## src/rtl/path_oram_access_defines.svh

```systemverilog
// Assertion shorthands used by path_oram_access.sv.
`ifndef PATH_ORAM_ACCESS_DEFINES_SVH
`define PATH_ORAM_ACCESS_DEFINES_SVH

// Same-cycle implication.
`define POA_ASSERT_NOW(label, clk, rst, ante, cons, msg) \
   label: assert property (@(posedge clk) disable iff (rst) (ante) |-> (cons)) else $error(msg);

// Next-cycle implication.
`define POA_ASSERT_NEXT(label, clk, rst, ante, cons, msg) \
   label: assert property (@(posedge clk) disable iff (rst) (ante) |=> (cons)) else $error(msg);

`endif

```

## src/rtl/poram_pkg.sv

```systemverilog
package poram_pkg;
   localparam int TREE_DEPTH_DEF   = 4;
   localparam int BUCKET_SLOTS_DEF = 2;
   localparam int STASH_DEPTH_DEF  = 32;
   localparam int ADDR_BITS_DEF    = 32;

   localparam int LABEL_W    = 5;
   localparam int IN_ADDR_W  = 32;
   localparam int CNT_OUT_W  = 6;
   localparam int STATUS_W   = 2;
   localparam int LFSR_W     = 32;
   localparam int LFSR_CHUNK = 8;
   localparam int LFSR_ROUNDS = LFSR_W / LFSR_CHUNK;
   localparam logic [LFSR_W-1:0] LFSR_MASK = 32'hD000_0001;

   localparam logic OP_PLACE  = 1'b0;
   localparam logic OP_ACCESS = 1'b1;

   localparam logic KIND_TRACE = 1'b0;
   localparam logic KIND_DONE  = 1'b1;

   localparam logic [STATUS_W-1:0] ST_OK       = 2'd0;
   localparam logic [STATUS_W-1:0] ST_OVERFLOW = 2'd1;
   localparam logic [STATUS_W-1:0] ST_NO_SLOT  = 2'd2;

   localparam logic CSR_DUMMY_EN = 1'b0;
   localparam logic CSR_SEED     = 1'b1;

   typedef struct packed {
      logic              load;
      logic              start;
      logic [LFSR_W-1:0] seed;
   } lfsr_ctrl_type;

   // Eight Galois shifts, right-shifting form.
   function automatic logic [LFSR_W-1:0] lfsr_chunk(input logic [LFSR_W-1:0] v);
      logic [LFSR_W-1:0] r;
      r = v;
      for (int i = 0; i < LFSR_CHUNK; i++) begin
         r = r[0] ? ((r >> 1) ^ LFSR_MASK) : (r >> 1);
      end
      return r;
   endfunction
endpackage

```

## src/rtl/path_oram_access.sv

```systemverilog
// Path ORAM bucket tree with a bounded stash.
// req channel: tuser = op (0 place, 1 access); tdata = leaf, address, new_label.
// rsp channel: tuser = kind (0 read trace, 1 completion); tlast on the completion;
//   tdata = read_address, stash_count, status.
// csr port: index 0 dummy_fill_enable, index 1 random_seed (reloads the generator).
// A place walks the path up to the first free slot and ends with one completion.
// An access reads the S path slots, then sweeps the F stash entries once per
// tree level during write-back, then fills the empty path slots with dummies
// when dummy_fill_enable is set, and then sends the results.
// Traces are buffered and sent after write-back so each carries the final fill.
// req_tready is high only while no request is in progress; a stalled receiver
// holds the sequencer at the next result. Reset empties the tree (valid bits) and
// the stash (fill count) at once, no clearing pass, and reloads the generator with 1.
`include "path_oram_access_defines.svh"

module path_oram_access #(
   parameter int TREE_DEPTH   = poram_pkg::TREE_DEPTH_DEF,
   parameter int BUCKET_SLOTS = poram_pkg::BUCKET_SLOTS_DEF,
   parameter int STASH_DEPTH  = poram_pkg::STASH_DEPTH_DEF,
   parameter int ADDR_BITS    = poram_pkg::ADDR_BITS_DEF
) (
   input  logic        clock,
   input  logic        reset,
   input  logic        req_tvalid,
   output logic        req_tready,
   input  logic [47:0] req_tdata,   // leaf[4:0], address[36:5], new_label[41:37], zero pad
   input  logic        req_tuser,   // op
   output logic        rsp_tvalid,
   input  logic        rsp_tready,
   output logic [39:0] rsp_tdata,   // read_address[31:0], stash_count[37:32], status[39:38]
   output logic        rsp_tuser,   // kind
   output logic        rsp_tlast,
   input  logic        csr_wen,
   input  logic        csr_index,
   input  logic [31:0] csr_wdata
);
   import poram_pkg::*;

   localparam int LEAVES   = 1 << TREE_DEPTH;
   localparam int NODES    = 2 * LEAVES - 1;
   localparam int SLOTS    = NODES * BUCKET_SLOTS;
   localparam int NODE_W   = TREE_DEPTH + 1;
   localparam int SB_W     = (BUCKET_SLOTS > 1) ? $clog2(BUCKET_SLOTS) : 1;
   localparam int SH_W     = $clog2(TREE_DEPTH + 1);
   localparam int SLOT_IW  = $clog2(SLOTS);
   localparam int FILL_W   = $clog2(STASH_DEPTH + 1);
   localparam int STASH_IW = $clog2(STASH_DEPTH);
   localparam int TRACES   = (TREE_DEPTH + 1) * BUCKET_SLOTS;
   localparam int TCNT_W   = $clog2(TRACES + 1);
   localparam int TIDX_W   = $clog2(TRACES);
   localparam int ENTRY_W  = LABEL_W + ADDR_BITS;
   localparam int TRACE_W  = 1 + IN_ADDR_W;

   localparam logic [3:0] S_IDLE   = 4'd0;
   localparam logic [3:0] S_P_RD   = 4'd1;
   localparam logic [3:0] S_P_EV   = 4'd2;
   localparam logic [3:0] S_A_RD   = 4'd3;
   localparam logic [3:0] S_A_EV   = 4'd4;
   localparam logic [3:0] S_W_RD   = 4'd5;
   localparam logic [3:0] S_W_EV   = 4'd6;
   localparam logic [3:0] S_D_RD   = 4'd7;
   localparam logic [3:0] S_D_EV   = 4'd8;
   localparam logic [3:0] S_D_GEN  = 4'd9;
   localparam logic [3:0] S_E_RD   = 4'd10;
   localparam logic [3:0] S_E_EV   = 4'd11;
   localparam logic [3:0] S_E_DONE = 4'd12;

   logic [3:0]           state_ff, state_in;
   logic                 op_ff, op_in;
   logic [NODE_W-1:0]    leaf_ff, leaf_in;
   logic [ADDR_BITS-1:0] addr_ff, addr_in;
   logic [LABEL_W-1:0]   nl_ff, nl_in;
   logic [NODE_W-1:0]    node_ff, node_in;
   logic [SB_W-1:0]      slot_ff, slot_in;
   logic [SH_W-1:0]      sh_ff, sh_in;
   logic [STATUS_W-1:0]  status_ff, status_in;
   logic [FILL_W-1:0]    fill_ff, fill_in;
   logic [FILL_W-1:0]    j_ff, j_in;
   logic [FILL_W-1:0]    w_ff, w_in;
   logic                 full_ff, full_in;
   logic [TCNT_W-1:0]    tcnt_ff, tcnt_in;
   logic [TCNT_W-1:0]    eidx_ff, eidx_in;
   logic                 dfe_ff, dfe_in;
   logic [SLOT_IW-1:0]   rd_idx_ff, rd_idx_in;
   logic [SLOTS-1:0]     vld_ff, vld_in;
   logic                 rsp_valid_ff, rsp_valid_in;
   logic                 rsp_kind_ff, rsp_kind_in;
   logic [IN_ADDR_W-1:0] rsp_addr_ff, rsp_addr_in;
   logic [CNT_OUT_W-1:0] rsp_cnt_ff, rsp_cnt_in;
   logic [STATUS_W-1:0]  rsp_st_ff, rsp_st_in;
   logic                 rsp_last_ff, rsp_last_in;

   logic                 slot_we, slot_re;
   logic [SLOT_IW-1:0]   slot_waddr;
   logic [ENTRY_W-1:0]   slot_wdata, slot_rdata;
   logic                 stash_we, stash_re;
   logic [STASH_IW-1:0]  stash_waddr, stash_raddr;
   logic [ENTRY_W-1:0]   stash_wdata, stash_rdata;
   logic                 trace_we, trace_re;
   logic [TIDX_W-1:0]    trace_waddr, trace_raddr;
   logic [TRACE_W-1:0]   trace_wdata, trace_rdata;

   lfsr_ctrl_type        lfsr_ctrl;
   logic [LFSR_W-1:0]    lfsr_value;
   logic                 lfsr_done;

   logic [SLOT_IW-1:0]   cur_idx;
   logic [ADDR_BITS-1:0] rd_addr_eff;
   logic [LABEL_W-1:0]   rd_lab_eff;
   logic                 node_is_leaf;
   logic                 walk_end;
   logic [NODE_W-1:0]    adv_node;
   logic [SB_W-1:0]      adv_slot;
   logic [NODE_W-1:0]    leaf_node;
   logic [ADDR_BITS-1:0] st_addr;
   logic [LABEL_W-1:0]   st_lab;
   logic                 fits;
   logic [ADDR_BITS-1:0] dummy;
   logic                 out_free;
   logic [LABEL_W-1:0]   raw_leaf;
   logic [NODE_W-1:0]    clamp_leaf;

   assign cur_idx = SLOT_IW'((int'(node_ff) - 1) * BUCKET_SLOTS + int'(slot_ff));
   assign node_is_leaf = (int'(node_ff) >= LEAVES);
   assign rd_addr_eff = vld_ff[rd_idx_ff] ? slot_rdata[ADDR_BITS-1:0] : '0;
   assign rd_lab_eff = vld_ff[rd_idx_ff] ? slot_rdata[ENTRY_W-1:ADDR_BITS] :
                       (node_is_leaf ? LABEL_W'(int'(node_ff) - LEAVES + 1) : '0);
   assign walk_end = (slot_ff == '0) && (node_ff == NODE_W'(1));
   assign adv_node = (slot_ff == '0) ? (node_ff >> 1) : node_ff;
   assign adv_slot = (slot_ff == '0) ? SB_W'(BUCKET_SLOTS - 1) : slot_ff - 1'b1;
   assign leaf_node = NODE_W'(LEAVES - 1 + int'(leaf_ff));
   assign st_addr = stash_rdata[ADDR_BITS-1:0];
   assign st_lab = stash_rdata[ENTRY_W-1:ADDR_BITS];
   assign fits = (st_lab != '0) && (int'(st_lab) <= LEAVES) &&
                 (((int'(st_lab) + LEAVES - 1) >> sh_ff) == int'(node_ff));
   assign dummy = (ADDR_BITS'(lfsr_value) == '0) ? ADDR_BITS'(1) : ADDR_BITS'(lfsr_value);
   assign out_free = !rsp_valid_ff || rsp_tready;
   assign raw_leaf = req_tdata[4:0];
   assign clamp_leaf = (raw_leaf == '0) ? NODE_W'(1) :
                       ((int'(raw_leaf) > LEAVES) ? NODE_W'(LEAVES) : NODE_W'(raw_leaf));
   assign req_tready = (state_ff == S_IDLE);

   always_comb begin
      state_in     = state_ff;
      op_in        = op_ff;
      leaf_in      = leaf_ff;
      addr_in      = addr_ff;
      nl_in        = nl_ff;
      node_in      = node_ff;
      slot_in      = slot_ff;
      sh_in        = sh_ff;
      status_in    = status_ff;
      fill_in      = fill_ff;
      j_in         = j_ff;
      w_in         = w_ff;
      full_in      = full_ff;
      tcnt_in      = tcnt_ff;
      eidx_in      = eidx_ff;
      dfe_in       = dfe_ff;
      rd_idx_in    = rd_idx_ff;
      vld_in       = vld_ff;
      rsp_valid_in = rsp_valid_ff && !rsp_tready;
      rsp_kind_in  = rsp_kind_ff;
      rsp_addr_in  = rsp_addr_ff;
      rsp_cnt_in   = rsp_cnt_ff;
      rsp_st_in    = rsp_st_ff;
      rsp_last_in  = rsp_last_ff;
      slot_we      = 1'b0;
      slot_re      = 1'b0;
      slot_waddr   = cur_idx;
      slot_wdata   = '0;
      stash_we     = 1'b0;
      stash_re     = 1'b0;
      stash_waddr  = fill_ff[STASH_IW-1:0];
      stash_raddr  = j_ff[STASH_IW-1:0];
      stash_wdata  = '0;
      trace_we     = 1'b0;
      trace_re     = 1'b0;
      trace_waddr  = tcnt_ff[TIDX_W-1:0];
      trace_raddr  = eidx_ff[TIDX_W-1:0];
      trace_wdata  = '0;
      lfsr_ctrl    = '{load: 1'b0, start: 1'b0, seed: csr_wdata};

      if (csr_wen) begin
         unique case (csr_index)
            CSR_DUMMY_EN: dfe_in = csr_wdata[0];
            CSR_SEED:     lfsr_ctrl.load = 1'b1;
            default:      ;
         endcase
      end

      unique case (state_ff)
         S_IDLE: begin
            if (req_tvalid) begin
               op_in     = req_tuser;
               leaf_in   = clamp_leaf;
               addr_in   = ADDR_BITS'(req_tdata[36:5]);
               nl_in     = req_tdata[41:37];
               node_in   = NODE_W'(LEAVES - 1 + int'(clamp_leaf));
               slot_in   = SB_W'(BUCKET_SLOTS - 1);
               status_in = ST_OK;
               tcnt_in   = '0;
               eidx_in   = '0;
               state_in  = (req_tuser == OP_PLACE) ? S_P_RD : S_A_RD;
            end
         end
         S_P_RD: begin
            slot_re   = 1'b1;
            rd_idx_in = cur_idx;
            state_in  = S_P_EV;
         end
         S_P_EV: begin
            if (rd_addr_eff == '0) begin
               slot_we  = 1'b1;
               slot_wdata = {LABEL_W'(leaf_ff), addr_ff};
               vld_in[cur_idx] = 1'b1;
               state_in = S_E_RD;
            end else if (walk_end) begin
               status_in = ST_NO_SLOT;
               state_in  = S_E_RD;
            end else begin
               node_in  = adv_node;
               slot_in  = adv_slot;
               state_in = S_P_RD;
            end
         end
         S_A_RD: begin
            slot_re   = 1'b1;
            rd_idx_in = cur_idx;
            state_in  = S_A_EV;
         end
         S_A_EV: begin
            // clear the slot; leaf slots keep their own label
            slot_we    = 1'b1;
            slot_wdata = {node_is_leaf ? rd_lab_eff : LABEL_W'(0), ADDR_BITS'(0)};
            vld_in[cur_idx] = 1'b1;
            if (rd_addr_eff != '0) begin
               trace_we = 1'b1;
               tcnt_in  = tcnt_ff + 1'b1;
               if (int'(fill_ff) < STASH_DEPTH) begin
                  stash_we    = 1'b1;
                  stash_wdata = {(rd_addr_eff == addr_ff) ? nl_ff : rd_lab_eff, rd_addr_eff};
                  fill_in     = fill_ff + 1'b1;
                  trace_wdata = {1'b0, IN_ADDR_W'(rd_addr_eff)};
               end else begin
                  status_in   = ST_OVERFLOW;
                  trace_wdata = {1'b1, IN_ADDR_W'(rd_addr_eff)};
               end
            end
            if (walk_end) begin
               node_in  = leaf_node;
               slot_in  = SB_W'(BUCKET_SLOTS - 1);
               sh_in    = '0;
               j_in     = '0;
               w_in     = '0;
               full_in  = 1'b0;
               state_in = S_W_RD;
            end else begin
               node_in  = adv_node;
               slot_in  = adv_slot;
               state_in = S_A_RD;
            end
         end
         S_W_RD: begin
            if (j_ff == fill_ff) begin
               fill_in = w_ff;
               if (node_ff == NODE_W'(1)) begin
                  node_in  = leaf_node;
                  slot_in  = SB_W'(BUCKET_SLOTS - 1);
                  state_in = dfe_ff ? S_D_RD : S_E_RD;
               end else begin
                  node_in  = node_ff >> 1;
                  sh_in    = sh_ff + 1'b1;
                  slot_in  = SB_W'(BUCKET_SLOTS - 1);
                  j_in     = '0;
                  w_in     = '0;
                  full_in  = 1'b0;
                  state_in = S_W_RD;
               end
            end else begin
               stash_re = 1'b1;
               state_in = S_W_EV;
            end
         end
         S_W_EV: begin
            // taken entries leave; the rest are compacted down in order
            if (!full_ff && fits) begin
               slot_we    = 1'b1;
               slot_wdata = stash_rdata;
               vld_in[cur_idx] = 1'b1;
               if (slot_ff == '0) begin
                  full_in = 1'b1;
               end else begin
                  slot_in = slot_ff - 1'b1;
               end
            end else begin
               stash_we    = 1'b1;
               stash_waddr = w_ff[STASH_IW-1:0];
               stash_wdata = stash_rdata;
               w_in        = w_ff + 1'b1;
            end
            j_in     = j_ff + 1'b1;
            state_in = S_W_RD;
         end
         S_D_RD: begin
            slot_re   = 1'b1;
            rd_idx_in = cur_idx;
            state_in  = S_D_EV;
         end
         S_D_EV: begin
            if (rd_addr_eff == '0) begin
               lfsr_ctrl.start = 1'b1;
               state_in = S_D_GEN;
            end else begin
               node_in  = adv_node;
               slot_in  = adv_slot;
               state_in = walk_end ? S_E_RD : S_D_RD;
            end
         end
         S_D_GEN: begin
            if (lfsr_done) begin
               slot_we    = 1'b1;
               slot_wdata = {rd_lab_eff, dummy};
               vld_in[cur_idx] = 1'b1;
               node_in  = adv_node;
               slot_in  = adv_slot;
               state_in = walk_end ? S_E_RD : S_D_RD;
            end
         end
         S_E_RD: begin
            if (eidx_ff == tcnt_ff) begin
               state_in = S_E_DONE;
            end else begin
               trace_re = 1'b1;
               state_in = S_E_EV;
            end
         end
         S_E_EV: begin
            if (out_free) begin
               rsp_valid_in = 1'b1;
               rsp_kind_in  = KIND_TRACE;
               rsp_addr_in  = trace_rdata[IN_ADDR_W-1:0];
               rsp_cnt_in   = CNT_OUT_W'(fill_ff);
               rsp_st_in    = trace_rdata[IN_ADDR_W] ? ST_OVERFLOW : ST_OK;
               rsp_last_in  = 1'b0;
               eidx_in      = eidx_ff + 1'b1;
               state_in     = S_E_RD;
            end
         end
         S_E_DONE: begin
            if (out_free) begin
               rsp_valid_in = 1'b1;
               rsp_kind_in  = KIND_DONE;
               rsp_addr_in  = '0;
               rsp_cnt_in   = CNT_OUT_W'(fill_ff);
               rsp_st_in    = status_ff;
               rsp_last_in  = 1'b1;
               state_in     = S_IDLE;
            end
         end
         default: state_in = S_IDLE;
      endcase
   end

   always_ff @(posedge clock) begin
      if (reset) begin
         state_ff     <= S_IDLE;
         fill_ff      <= '0;
         dfe_ff       <= 1'b1;
         vld_ff       <= '0;
         rsp_valid_ff <= 1'b0;
         tcnt_ff      <= '0;
         eidx_ff      <= '0;
      end else begin
         state_ff     <= state_in;
         fill_ff      <= fill_in;
         dfe_ff       <= dfe_in;
         vld_ff       <= vld_in;
         rsp_valid_ff <= rsp_valid_in;
         tcnt_ff      <= tcnt_in;
         eidx_ff      <= eidx_in;
      end
   end

   always_ff @(posedge clock) begin
      op_ff       <= op_in;
      leaf_ff     <= leaf_in;
      addr_ff     <= addr_in;
      nl_ff       <= nl_in;
      node_ff     <= node_in;
      slot_ff     <= slot_in;
      sh_ff       <= sh_in;
      status_ff   <= status_in;
      j_ff        <= j_in;
      w_ff        <= w_in;
      full_ff     <= full_in;
      rd_idx_ff   <= rd_idx_in;
      rsp_kind_ff <= rsp_kind_in;
      rsp_addr_ff <= rsp_addr_in;
      rsp_cnt_ff  <= rsp_cnt_in;
      rsp_st_ff   <= rsp_st_in;
      rsp_last_ff <= rsp_last_in;
   end

   poram_ram #(.WIDTH(ENTRY_W), .DEPTH(SLOTS)) u_slot_ram (
      .clock   (clock),
      .wr_en   (slot_we),
      .wr_addr (slot_waddr),
      .wr_data (slot_wdata),
      .rd_en   (slot_re),
      .rd_addr (cur_idx),
      .rd_data (slot_rdata)
   );

   poram_ram #(.WIDTH(ENTRY_W), .DEPTH(STASH_DEPTH)) u_stash_ram (
      .clock   (clock),
      .wr_en   (stash_we),
      .wr_addr (stash_waddr),
      .wr_data (stash_wdata),
      .rd_en   (stash_re),
      .rd_addr (stash_raddr),
      .rd_data (stash_rdata)
   );

   poram_ram #(.WIDTH(TRACE_W), .DEPTH(TRACES)) u_trace_ram (
      .clock   (clock),
      .wr_en   (trace_we),
      .wr_addr (trace_waddr),
      .wr_data (trace_wdata),
      .rd_en   (trace_re),
      .rd_addr (trace_raddr),
      .rd_data (trace_rdata)
   );

   poram_lfsr u_lfsr (
      .clock (clock),
      .reset (reset),
      .ctrl  (lfsr_ctrl),
      .value (lfsr_value),
      .done  (lfsr_done)
   );

   assign rsp_tvalid = rsp_valid_ff;
   assign rsp_tuser  = rsp_kind_ff;
   assign rsp_tlast  = rsp_last_ff;
   assign rsp_tdata  = {rsp_st_ff, rsp_cnt_ff, rsp_addr_ff};

   `POA_ASSERT_NEXT(a_accept_busy, clock, reset, req_tvalid && req_tready, state_ff != S_IDLE, "request accepted but sequencer stayed idle")
   `POA_ASSERT_NOW(a_fill_bound, clock, reset, 1'b1, int'(fill_ff) <= STASH_DEPTH, "stash fill beyond depth")
   `POA_ASSERT_NOW(a_trace_bound, clock, reset, 1'b1, int'(tcnt_ff) <= TRACES && eidx_ff <= tcnt_ff, "trace buffer count out of range")
   `POA_ASSERT_NOW(a_last_kind, clock, reset, rsp_valid_ff, rsp_last_ff == rsp_kind_ff, "tlast and completion kind disagree")
   `POA_ASSERT_NOW(a_place_no_trace, clock, reset, state_ff != S_IDLE && op_ff == OP_PLACE, tcnt_ff == '0, "place request produced a trace")
endmodule

```

## src/rtl/poram_ram.sv

```systemverilog
module poram_ram #(
   parameter int WIDTH = 32,
   parameter int DEPTH = 32
) (
   input  logic                     clock,
   input  logic                     wr_en,
   input  logic [$clog2(DEPTH)-1:0] wr_addr,
   input  logic [WIDTH-1:0]         wr_data,
   input  logic                     rd_en,
   input  logic [$clog2(DEPTH)-1:0] rd_addr,
   output logic [WIDTH-1:0]         rd_data
);
   logic [WIDTH-1:0] mem [DEPTH];
   logic [WIDTH-1:0] rd_data_ff;

   always_ff @(posedge clock) begin
      if (wr_en) begin
         mem[wr_addr] <= wr_data;
      end
      if (rd_en) begin
         rd_data_ff <= mem[rd_addr];
      end
   end

   assign rd_data = rd_data_ff;
endmodule

```

## src/rtl/poram_lfsr.sv

```systemverilog
module poram_lfsr (
   input  logic                           clock,
   input  logic                           reset,
   input  poram_pkg::lfsr_ctrl_type       ctrl,
   output logic [poram_pkg::LFSR_W-1:0]   value,
   output logic                           done
);
   import poram_pkg::*;

   localparam int CNT_W = (LFSR_ROUNDS > 1) ? $clog2(LFSR_ROUNDS) : 1;

   logic [LFSR_W-1:0] lfsr_ff, lfsr_in;
   logic [CNT_W-1:0]  cnt_ff, cnt_in;
   logic              busy_ff, busy_in;
   logic              done_ff, done_in;

   always_comb begin
      lfsr_in = lfsr_ff;
      cnt_in  = cnt_ff;
      busy_in = busy_ff;
      done_in = 1'b0;
      if (ctrl.load) begin
         lfsr_in = (ctrl.seed == '0) ? LFSR_W'(1) : ctrl.seed;
      end else if (ctrl.start) begin
         busy_in = 1'b1;
         cnt_in  = '0;
      end else if (busy_ff) begin
         lfsr_in = lfsr_chunk(lfsr_ff);
         cnt_in  = cnt_ff + 1'b1;
         if (cnt_ff == CNT_W'(LFSR_ROUNDS - 1)) begin
            busy_in = 1'b0;
            done_in = 1'b1;
         end
      end
   end

   always_ff @(posedge clock) begin
      if (reset) begin
         lfsr_ff <= LFSR_W'(1);
         cnt_ff  <= '0;
         busy_ff <= 1'b0;
         done_ff <= 1'b0;
      end else begin
         lfsr_ff <= lfsr_in;
         cnt_ff  <= cnt_in;
         busy_ff <= busy_in;
         done_ff <= done_in;
      end
   end

   assign value = lfsr_ff;
   assign done  = done_ff;
endmodule

```

## config.mk

```make
export PLATFORM = sky130hd
export DESIGN_NAME = path_oram_access
export DESIGN_NICKNAME = d
export VERILOG_FILES = /design/src/rtl/poram_pkg.sv /design/src/rtl/path_oram_access.sv /design/src/rtl/poram_ram.sv /design/src/rtl/poram_lfsr.sv
export VERILOG_INCLUDE_DIRS = /design/src /design/src/rtl
export SDC_FILE = /design/constraint.sdc
export NUM_CORES = 2
export LEC_CHECK = 0
export BUFFER_PORTS_ARGS = -buffer_cell sky130_fd_sc_hd__buf_2
export CORE_ASPECT_RATIO = 0.5
export CORE_UTILIZATION = 42
export DETAILED_ROUTE_END_ITERATION = 16
export GPL_TIMING_DRIVEN = 0
export PLACE_DENSITY = 0.66
export SLEW_MARGIN = 25
export SYNTH_ARGS = -nofsm -noshare
export SYNTH_HDL_FRONTEND = slang
export SYNTH_SLANG_ARGS = --single-unit
```

## constraint.sdc

```tcl
create_clock -name clock -period 8.25 [get_ports clock]
set_input_delay 0.4125 -clock clock [delete_from_list [all_inputs] [get_ports clock]]
set_output_delay 0.4125 -clock clock [all_outputs]
set_load 0.05 [all_outputs]
```

# Word-level counts from Yosys, hierarchy flattened
# Memory sizes are Yosys's and may differ from the RTL's. A register that Yosys moved wholly into a read port is not among the register bits.
# Cells that the tools add are included.
# totals
ff_bits,231
mem_bits_rw,3808
input_bits,87
out_inout_bits,44
elab_cells,302
mem_count,3
# op_classes
addsub,16
n_lt_le_gt_ge,7
eq_ne,37
shift,1
n_mux,150
n_bitwise,13
n_reduce_logical,49
# mem_list
name,words,width,rd,rd_ports_with_merged_regs,wr,line,rtl
u_slot_ram.mem,62,37,1,1,1,poram_ram.sv:13,logic [WIDTH-1:0] mem [DEPTH];
u_stash_ram.mem,32,37,1,1,1,poram_ram.sv:13,
u_trace_ram.mem,10,33,1,1,1,poram_ram.sv:13,
# op_table
operator,count
$mux 32,16
$pmux 62 s4,1
$mux 37,6
$mux 62,3
$pmux 37 s4,1
$mux 33,3
$logic_not 32->1,3
$mux 5,17
$pmux 37 s2,1
$pmux 32 s2,1
$or 62x62->62,1
$mux 4,14
$pmux 4 s13,1
$mux 1,48
$mux 6,7
$pmux 6 s3,2
$ne 2x2->1 const B,17
$eq 32x32->1,1
$eq 32x6->1,1
$not 3->4,8
$reduce_bool 32->1,1
$shr 32x3->32,1
$pmux 5 s6,1
$eq 4x4->1 const B,5
61 further kinds,113

# Logic depth before layout (Yosys ltp)
# logic_depth
ltp_word,19
ltp_mapped,16
mapped_depth_nobuf,11

# Modules after synthesis
# A second synthesis with hierarchy kept.
# hier_totals
cells_unflattened,8795
hier_area_um2,163604.4
# by_module_without_submodules
module,instances,cells_per_inst,area_each_um2,seq_area_each_um2
poram_ram at u_slot_ram,1,3973,89285.6,69997.1
poram_ram at u_stash_ram,1,2605,47217.8,36665.2
poram_ram at u_trace_ram,1,719,13860.8,10900.5
path_oram_access,1,1240,11382.2,5034.8
poram_lfsr,1,258,1858.0,720.7

# Worst setup path after synthesis
# OpenSTA, ideal clock, no wires.
# synth_timing
kind,register to register
startpoint,register node_ff[0]
endpoint,memory u_slot_ram.mem[24][0] (netlist bit) (enable)
setup_ps,477
arrival_ps,6454
required_ps,7773
setup_slack_ps,1319
path_stages_with_launch,14
path_buffers,7
period_less_slack_ps,6931
path_cell_list,edfxtp_1 clkbuf_1 clkbuf_1 buf_1 clkbuf_1 inv_1 ha_1 xnor2_1 clkinv_1 buf_1 buf_1 nand2_1 clkbuf_1 nor3_1
# synth_between
elab_cells_between_ends,9
cone_classes,2 x add/sub; 1 x eq/ne; 4 x mux; 2 x reduce/logical
# synth_lines
item,line,rtl
from (decl),path_oram_access.sv:73,"logic [NODE_W-1:0] node_ff, node_in;"
from (signal assigned),path_oram_access.sv:390,node_ff <= node_in;
$sub 5x1->5,path_oram_access.sv:123,assign cur_idx = SLOT_IW'((int'(node_ff) - 1) * BUCKET_SLOTS + int'(slot_ff));
$add 6x2->6,path_oram_access.sv:123,
net cur_idx[1],path_oram_access.sv:107,logic [SLOT_IW-1:0] cur_idx;
to (decl),poram_ram.sv:13,
# The timed path passes the listed nets, and every way through them passes these cells.

# Worst setup path after layout
# layout_timing
startpoint,register node_ff[0]
endpoint,memory u_slot_ram.mem[25][31] (netlist bit) (enable)
# Same word-level chain as after synthesis.

==> results.toml <==
[global_route]
antenna_found_initial = 24
grt_max_degree = 63
grt-ovfl-total = 0
grt_usage = 0.244
grt_pass1_vias = 84675
grt_pass1_wl_um = 664000

[cells_and_area]
layout_common_cells = "4028 x edfxtp_1, 1068 x mux4_2, 379 x clkbuf_16"
final_util = 0.496
final_common_cell = "edfxtp_1"
final_layout_size_suffix_gt1_frac = 0.299
syn_to_final_growth_pct = 17.2
nNetsFinal = 8715

[synthesis]
yosys_warnings = 0
synth_top_area_frac = 0.749
synth_nets = 7618
ys.flop_type = "edfxtp_1"
synth_top_cell_by_area = "edfxtp_1"
postSynthAreaPerCell_um2 = 21.5
synth_area_um2 = 161000
synth_area_leaders = "edfxtp_1 75%, mux4_2 15%, dfxtp_1 1.5%"
async_flop_share = 0
yosysSeqAreaShare = 0.764
synthDistinctLibCells = 80
synthCells = 7509
ys_ff_latch = 4146
synth_edf_count = 4028

[sta]
hold_slack_ns = 0.0755
min_period_ns = 8.32
setup_viol_count_final = 12
slew_headroom = 0.155
tightest_slew_ns = 1.25
rsz0062_at_grt = "no"
fin_skew_ns = 0.106
finalCritPeriodShare = 1.01
fmaxAchievable_ghz = 0.120
drv_slew = 0
hold_viol_final = 0
fin_ws_ns = -0.0721

[worst_setup_path]
cp_data_required_time_ns = 8.87
criticalPathCategory = "flip-flop to flip-flop"
cp_max_fo = 10
end_kind = "flip-flop"
start_kind = "flip-flop"
worstPathArrival_ns = 8.94

[status]
outcome = "finished with violations"
violations = "setup timing"

[clocking]
post_cts_buffers = 0
cts_max_path_buffers = 4
cts_tree = "yes"
clock-sinks = 4146
cts_made_buffers = 375
cts-htree-levels = 5
clk_latency_ns = 0.96
cts-root-buf = "clkbuf_16"
clk_pin_slew_ns = 0.07

[floorplanning]
rows = 160
dieWidth_um = 879
io_pins = 131
start_util = 0.423
core-area_um2 = 381000
fp.dieH_um = 440
die_area_um2 = 387000

[place]
gp_congestion = 0.912
io_buffers = 123
dp_hpwl_um = 334000
place_ws_ns = -1.07

[detailed_routing]
drtPass1Iterations = 8
drtIter0Drc = 13100
wirelength_um = 480000
remaining_drc_errors = 0
wire_per_inst_um = 34.2
avgViaCountPerCell = 6.18
vias = 86605
antenna_left = 0

[power_and_ir_drop]
power_density_nw_per_um2 = 298
leakagePower_nw = 61.7
power.total_mw = 56.4
ir_drop_mv = 0.221

[flow_run]
max-cap-violations = 0

[hold_path]
hold_class = "input port to flip-flop"
[registers in the layout, summed over array words and instances (netlist names), 5 cells and up]
signal               count
u_stash_ram.mem       1184
addr_ff                 32
nl_ff                    5
u_trace_ram.rd_data     33
u_slot_ram.rd_data      37
j_ff                     6
u_trace_ram.mem        330
u_stash_ram.rd_data     37
rsp_addr_ff             32
u_slot_ram.mem        2294
rsp_cnt_ff               6
rd_idx_ff                6
w_ff                     6
fill_ff                  6
u_lfsr.value            32
leaf_ff                  5
node_ff                  5
vld_ff                  62
[routing by layer]
layer / share of wire / wire length [um] / track usage
met1: 0.38 / 182000 / 0.331
met2: 0.46 / 219000 / 0.379
met3: 0.11 / 55000 / 0.0616
met4: 0.050 / 24200 / 0.102
met5: 0.00014 / 69 / 0
[cells by family after synthesis]
family	share of synthesized area
and+or+nand+nor	0.0224
AOI/OAI and AO/OA	0.0265
muxes	0.168
adders and majority gates	0.00183
buffers and inverters	0.0139
xor gates and xnor gates	0.00380
DFF	0.764
[critical path: stages (launching register included)]
cell,delay (ns)
edfxtp_1,0.48
clkbuf_1,0.48
clkbuf_1,0.59
buf_2,0.44
clkbuf_2,0.45
inv_1,0.42
ha_1,0.39
and3_1,0.21
xnor2_1,0.64
inv_1,0.41
nor2_1,0.62
nand2_1,0.73
clkbuf_1,0.57
nor3_2,0.71
buf_6,0.24
buf_4,0.20
buf_4,0.22
buf_6,0.16
[synth_stat cells, drive strengths merged (81+ instances only)]
cell type,instances
dfxtp,118
inv,134
buf,146
nor2,235
clkbuf,300
mux4,1073
o22ai,87
a21oi,106
nand2,143
edfxtp,4028
nor3,81
mux2i,208
[final timing paths]
path | cells past startpoint | start | endpoint | slack (ns)
worst max-delay path | 17 | node_ff[0] | u_slot_ram.mem[25][31] | -0.07
worst min-delay path | 3 | req_tdata[0] | leaf_ff[0] | 0.08
worst max register to register | 17 | node_ff[0] | u_slot_ram.mem[25][31] | -0.07
worst min register to register | 2 | vld_ff[41] | vld_ff[41] | 0.46
[through the flow]
stage | setup TNS (ns) | instance area (um^2) | cells
final | -0.508 | 189000 | 14025
after floorplan | 0 | 161000 | 7509
after CTS | 0 | 189000 | 14006
after detailed placement | -71.85 | 176000 | 13249
after global placement | - | 168000 | 12735
after global routing | 0 | 189000 | 14012
[layout make-up]
class	instances	area, um^2
Fill cell	29813	192000
Timing Repair Buffer	720	8390
Tap cell	5103	6380
Clock inverter	220	2090
Multi-Input combinational cell	2779	36800
Inverter	138	541
Sequential cell	4146	123000
Clock buffer	456	9830
Buffer	446	1880
Antenna cell	17	42.5
[report_power, final]
group	leakage, nW	internal [mW]	switching (mW)
clock	5.84	9.60	7.82
sequential	38.9	24.2	0.744
combinational	16.9	4.69	9.38
[what timing repair did]
action / in CTS / in global routing
endpoints found under the setup margin: 345 / 1
hold endpoints to repair: 80 / 0
hold buffers: 81 / 0
resized for setup: 5 / 1
Power figures use the tool's default switching activity.
